===== src/eul2rot_pkg.sv =====
// Package: types and constants for the Euler angle to rotation matrix block
`timescale 1ns / 1ps
package eul2rot_pkg;

   localparam int WFRAC = 30;
   localparam int ATAN_ENTRIES = 24;
   // Q30 datapath word: sign, guard and integer bits plus 30 fraction bits
   localparam int DW = 34;

   localparam logic signed [DW-1:0] KINV_Q30 = 34'sh026DD3B6A;
   localparam logic signed [DW-1:0] PI_Q30 = 34'sd3373259426;
   localparam logic signed [DW-1:0] HALF_PI_Q30 = 34'sd1686629713;

   typedef struct packed {
      logic signed [15:0] yaw;
      logic signed [15:0] pitch;
      logic signed [15:0] roll;
   } req_type;

   typedef struct packed {
      logic signed [15:0] m00;
      logic signed [15:0] m01;
      logic signed [15:0] m02;
      logic signed [15:0] m10;
      logic signed [15:0] m11;
      logic signed [15:0] m12;
      logic signed [15:0] m20;
      logic signed [15:0] m21;
      logic signed [15:0] m22;
   } rsp_type;

   function automatic logic signed [DW-1:0] atan_q30(input logic [4:0] idx);
      logic signed [DW-1:0] v;
      case (idx)
         5'd0: v = 34'sh03243F6A8;
         5'd1: v = 34'sh01DAC6705;
         5'd2: v = 34'sh00FADBAFC;
         5'd3: v = 34'sh007F56EA6;
         5'd4: v = 34'sh003FEAB76;
         5'd5: v = 34'sh001FFD55B;
         5'd6: v = 34'sh000FFFAAA;
         5'd7: v = 34'sh0007FFF55;
         5'd8: v = 34'sh0003FFFEA;
         5'd9: v = 34'sh0001FFFFD;
         5'd10: v = 34'sh0000FFFFF;
         5'd11: v = 34'sh00007FFFF;
         5'd12: v = 34'sh00003FFFF;
         5'd13: v = 34'sh00001FFFF;
         5'd14: v = 34'sh00000FFFF;
         5'd15: v = 34'sh000007FFF;
         5'd16: v = 34'sh000003FFF;
         5'd17: v = 34'sh000001FFF;
         5'd18: v = 34'sh000000FFF;
         5'd19: v = 34'sh0000007FF;
         5'd20: v = 34'sh0000003FF;
         5'd21: v = 34'sh0000001FF;
         5'd22: v = 34'sh0000000FF;
         5'd23: v = 34'sh00000007F;
         default: v = '0;
      endcase
      return v;
   endfunction

endpackage


===== src/eul2rot_cordic.sv =====
// Pipelined rotation-mode CORDIC: sine and cosine of one Q3.13 angle, Q30 out
`timescale 1ns / 1ps
module eul2rot_cordic
   import eul2rot_pkg::*;
#(
   parameter int STAGES = 16
) (
   input  logic                 clock,
   input  logic                 enable,
   input  logic signed [15:0]   angle,
   output logic signed [DW-1:0] sin_q30,
   output logic signed [DW-1:0] cos_q30
);

   // stage 0 holds the folded angle, stage k holds the result of k rotations
   logic signed [DW-1:0] x_ff [STAGES+1];
   logic signed [DW-1:0] y_ff [STAGES+1];
   logic signed [DW-1:0] z_ff [STAGES+1];
   logic                 flip_ff [STAGES+1];

   logic signed [DW-1:0] z0_in;
   logic signed [DW-1:0] zf_in;
   logic                 flip_in;

   always_comb begin
      z0_in = {{(DW-30){angle[15]}}, angle, 14'b0} <<< 3;
      zf_in = z0_in;
      flip_in = 1'b0;
      if (z0_in > HALF_PI_Q30) begin
         zf_in = z0_in - PI_Q30;
         flip_in = 1'b1;
      end else if (z0_in < -HALF_PI_Q30) begin
         zf_in = z0_in + PI_Q30;
         flip_in = 1'b1;
      end
   end

   always_ff @(posedge clock) begin
      if (enable) begin
         x_ff[0] <= KINV_Q30;
         y_ff[0] <= '0;
         z_ff[0] <= zf_in;
         flip_ff[0] <= flip_in;
      end
   end

   for (genvar i = 0; i < STAGES; i++) begin : g_stage
      always_ff @(posedge clock) begin
         if (enable) begin
            if (!z_ff[i][DW-1]) begin
               x_ff[i+1] <= x_ff[i] - (y_ff[i] >>> i);
               y_ff[i+1] <= y_ff[i] + (x_ff[i] >>> i);
               z_ff[i+1] <= z_ff[i] - atan_q30(5'(i));
            end else begin
               x_ff[i+1] <= x_ff[i] + (y_ff[i] >>> i);
               y_ff[i+1] <= y_ff[i] - (x_ff[i] >>> i);
               z_ff[i+1] <= z_ff[i] + atan_q30(5'(i));
            end
            flip_ff[i+1] <= flip_ff[i];
         end
      end
   end

   assign cos_q30 = flip_ff[STAGES] ? -x_ff[STAGES] : x_ff[STAGES];
   assign sin_q30 = flip_ff[STAGES] ? -y_ff[STAGES] : y_ff[STAGES];

endmodule


===== config.mk =====
export PLATFORM = sky130hd
export DESIGN_NAME = eul2rot_cordic
export DESIGN_NICKNAME = d
export VERILOG_FILES = /design/src/eul2rot_pkg.sv /design/src/eul2rot_cordic.sv
export SDC_FILE = /design/constraint.sdc
export NUM_CORES = 2
export LEC_CHECK = 0
export BUFFER_PORTS_ARGS = -buffer_cell sky130_fd_sc_hd__buf_2
export CORE_ASPECT_RATIO = 0.6
export CORE_MARGIN = 2
export CORE_UTILIZATION = 25
export CTS_BUF_LIST = sky130_fd_sc_hd__clkbuf_4
export CTS_CLUSTER_DIAMETER = 50
export DETAILED_ROUTE_END_ITERATION = 16
export GPL_TIMING_DRIVEN = 1
export PLACE_DENSITY_LB_ADDON = 0.3
export SETUP_SLACK_MARGIN = 0.4
export SYNTH_ARGS = -nofsm -noshare
export SYNTH_HDL_FRONTEND = slang
export SYNTH_SLANG_ARGS = --single-unit

===== constraint.sdc =====
create_clock -name clock -period 7.7 [get_ports clock]
set_clock_uncertainty 0.1 [all_clocks]
set_input_delay 0.77 -clock clock [delete_from_list [all_inputs] [get_ports clock]]
set_output_delay 0.77 -clock clock [all_outputs]
set_load 0.005 [all_outputs]

==> impl_metrics.py <==
metrics = {
    "critical_path": {
        "cpMaxStageDelayCell": "nor4_1",
        "cp_max_fo": 5,
        "max_stage_delay_ns": 0.80,
        "critPathBufInv": 1,
        "setup.worst_path.end_class": "output port",
        "startpoint_type": "flop",
        "cp_top_family": "simple AND/OR/NAND/NOR gates",
        "cp_data_arrival_time_ns": 5.75,
        "critical_path.most_common_cell": "nand2_1",
        "crit_type": "flop to output port",
        "path_cells": "or4_1 > nor4_1 > nand3_1 > or2_2 > o41ai_2 > nand2_1 > a21oi_1 > nand2_1 > xor2_1 > buf_2",
        "crit_required_ns": 6.83,
    },
    "drt": {
        "ant_nets": 0,
        "vias": 102100,
        "viasPerCell": 4.976,
        "drt-initial-drc-count": 10200,
        "wl_per_cell_um": 18.15,
        "routed_wl_mm": 372.3,
        "dr.pass1.iters": 6,
        "drc": 0,
    },
    "grt": {
        "overflow": 0,
        "grt_pass1_wl_mm": 575.1,
        "grt_pass1_vias": 94050,
        "grt_max_degree": 159,
        "track_usage_pct": 14.10,
        "antenna_found_initial": 22,
    },
    "synth": {
        "synth-seq-area-share_pct": 35.52,
        "synth.area.top_cells": "edfxtp_1 (36%), ha_1 (14%), xnor2_1 (9.2%)",
        "synthMostInstantiatedCell": "edfxtp_1",
        "synth_edf_count": 1492,
        "async_reset_ff_share_pct": 0,
        "synth_fp_nets": 14550,
        "synth_area_leader_cell": "edfxtp_1",
        "synth.cell_area_um2": 126100,
        "synth_common_cells": "edfxtp_1 (1492), ha_1 (1428), a21oi_1 (1350), xnor2_1 (1320), nor2_1 (943)",
        "synth_cell_types": 104,
        "yosysWarnings": 0,
        "syn_area_per_cell_um2": 9.660,
        "synth_ff_type": "edfxtp_1",
        "netlist_instances": 13060,
        "synth_top_cell_area_share_pct": 35.52,
        "ys_seq_elements": 1492,
    },
    "cells_and_area": {
        "final_nets": 14960,
        "fill_cells": 53280,
        "area_delta_synth_final_pct": 11.38,
        "drive_gt1_share_pct": 7.224,
        "seq_area_um2": 44800,
        "multiInputGateArea_um2": 78590,
        "final_util_pct": 27.90,
    },
    "floorplan": {
        "fp-row-count": 202,
        "initial_core_util_pct": 25.05,
        "die_h_um": 554.2,
        "die_x_um": 921.0,
        "die_area_um2": 510400,
        "core_um2": 503500,
        "top_level_ports": 86,
    },
    "placement": {
        "place_congestion": 0.9124,
        "place_hpwl_mm": 293.9,
        "io_buffers": 85,
    },
    "timing": {
        "tightest_slew_ns": 1.470,
        "rsz0062_at_grt": "no",
        "post-route-period-util_pct": 85.99,
        "holdWs_ns": 0.2212,
        "final_max_slew_viol_count": 0,
        "fin_tns_setup_ns": 0,
        "setup_viol": 0,
        "slew_headroom_pct": 1.111,
        "hold_viol": 0,
        "fin_crit_ns": 6.621,
        "max_freq_mhz": 151.0,
    },
    "run_status": {
        "violations": "max-capacitance violations",
        "status": "complete, but fails checks",
    },
    "cts": {
        "path_clk_slew_ns": 0.07,
        "cts_inserted_buffers": 409,
        "cts_resized": 0,
        "cts_tree": "yes",
        "clkLatencyLatePin_ns": 1.60,
        "ctsHoldBuffers": 45,
        "root_buffer": "clkbuf_4",
        "clock_sinks": 1492,
        "post-cts-setup-buffers": 0,
        "clock_path_buffers": 4,
        "cts_htree_levels": 5,
    },
    "worst_hold_path": {
        "hold_class": "input port to flop",
    },
    "job": {
        "cap_violations": 1,
    },
}
metal layers:
metal	wire (µm)	vias up	share of wire (%)	global-route usage, %
met5	90	-	0.024	0
li1	-	49830	-	-
met1	213100	48460	57	24.72
met4	4965	14	1.3	2.276
met2	115400	3394	31	15.53
met3	38810	352	10	4.289
per-stage QoR:
stage,area [µm²],std cells,setup slack [ns]
global placement,134900,19740,1.161
floorplan,126100,13060,1.971
CTS,140400,20490,0.9625
finish,140500,20510,1.079
global route,140500,20500,0.6571
detailed placement,134900,19740,1.227
logic make-up after synthesis:
family	after synthesis	synth area share, %
AO/OA/AOI/OAI	4082	20.54
flip-flops	1492	35.52
adder cells (fa/ha/maj)	1474	14.90
XOR/XNOR	1923	13.35
multiplexers	107	0.9007
AND/OR/NAND/NOR	3243	12.59
buffers and inverters	736	2.197
worst register-to-register path, cell delays in order (launching register included):
cell	delay, ns
edfxtp_1	0.53
or3_1	0.47
or3b_2	0.57
nor3_1	0.47
nand3b_1	0.45
nor4_1	0.64
a21oi_1	0.18
xnor2_1	0.18
ha_1	0.34
and4_1	0.31
a2111oi_0	0.60
a21bo_2	0.33
a41oi_1	0.44
o21ai_0	0.21
o21ai_0	0.27
a21oi_1	0.10
a31oi_1	0.15
final cells by class:
type / count / share of cell area (%)
antenna: 17 / 0.03028
clock buffer: 550 / 2.939
clock inverter: 153 / 0.6840
inverter: 526 / 1.405
multi-input combinational: 10830 / 55.94
sequential: 1492 / 31.89
tap: 6732 / 5.996
timing repair buffer: 210 / 1.115
cells in the final DEF (no fill, tap or decap), types with 511 or more instances in the layout:
| cell | count |
|---|---|
| edfxtp_1 | 1492 |
| nand2_1 | 712 |
| xnor2_1 | 1320 |
| clkbuf_4 | 550 |
| inv_1 | 511 |
| xor2_1 | 603 |
| nor2_1 | 943 |
| ha_1 | 1428 |
| a21oi_1 | 1350 |
| o21ai_0 | 746 |
| a21o_1 | 643 |
flip-flops by register name, summed over array words and instances (netlist names):
| register | count |
|---|---|
| flip_ff | 16 |
| y_ff | 511 |
| x_ff | 484 |
| z_ff | 481 |
worst paths after layout:
check	start	end	slack [ns]	cells after the start
max	y_ff[16][8]	sin_q30[27]	1.08	10
min	enable	x_ff[3][18]	0.22	2
max reg2reg	x_ff[6][9]	y_ff[7][33]	1.26	16
min reg2reg	flip_ff[0][1]	flip_ff[0][2]	0.31	0
Power is left out: the tool's default activity adds up to more than one toggle a clock period on the data nets, which glitch-free logic cannot reach.
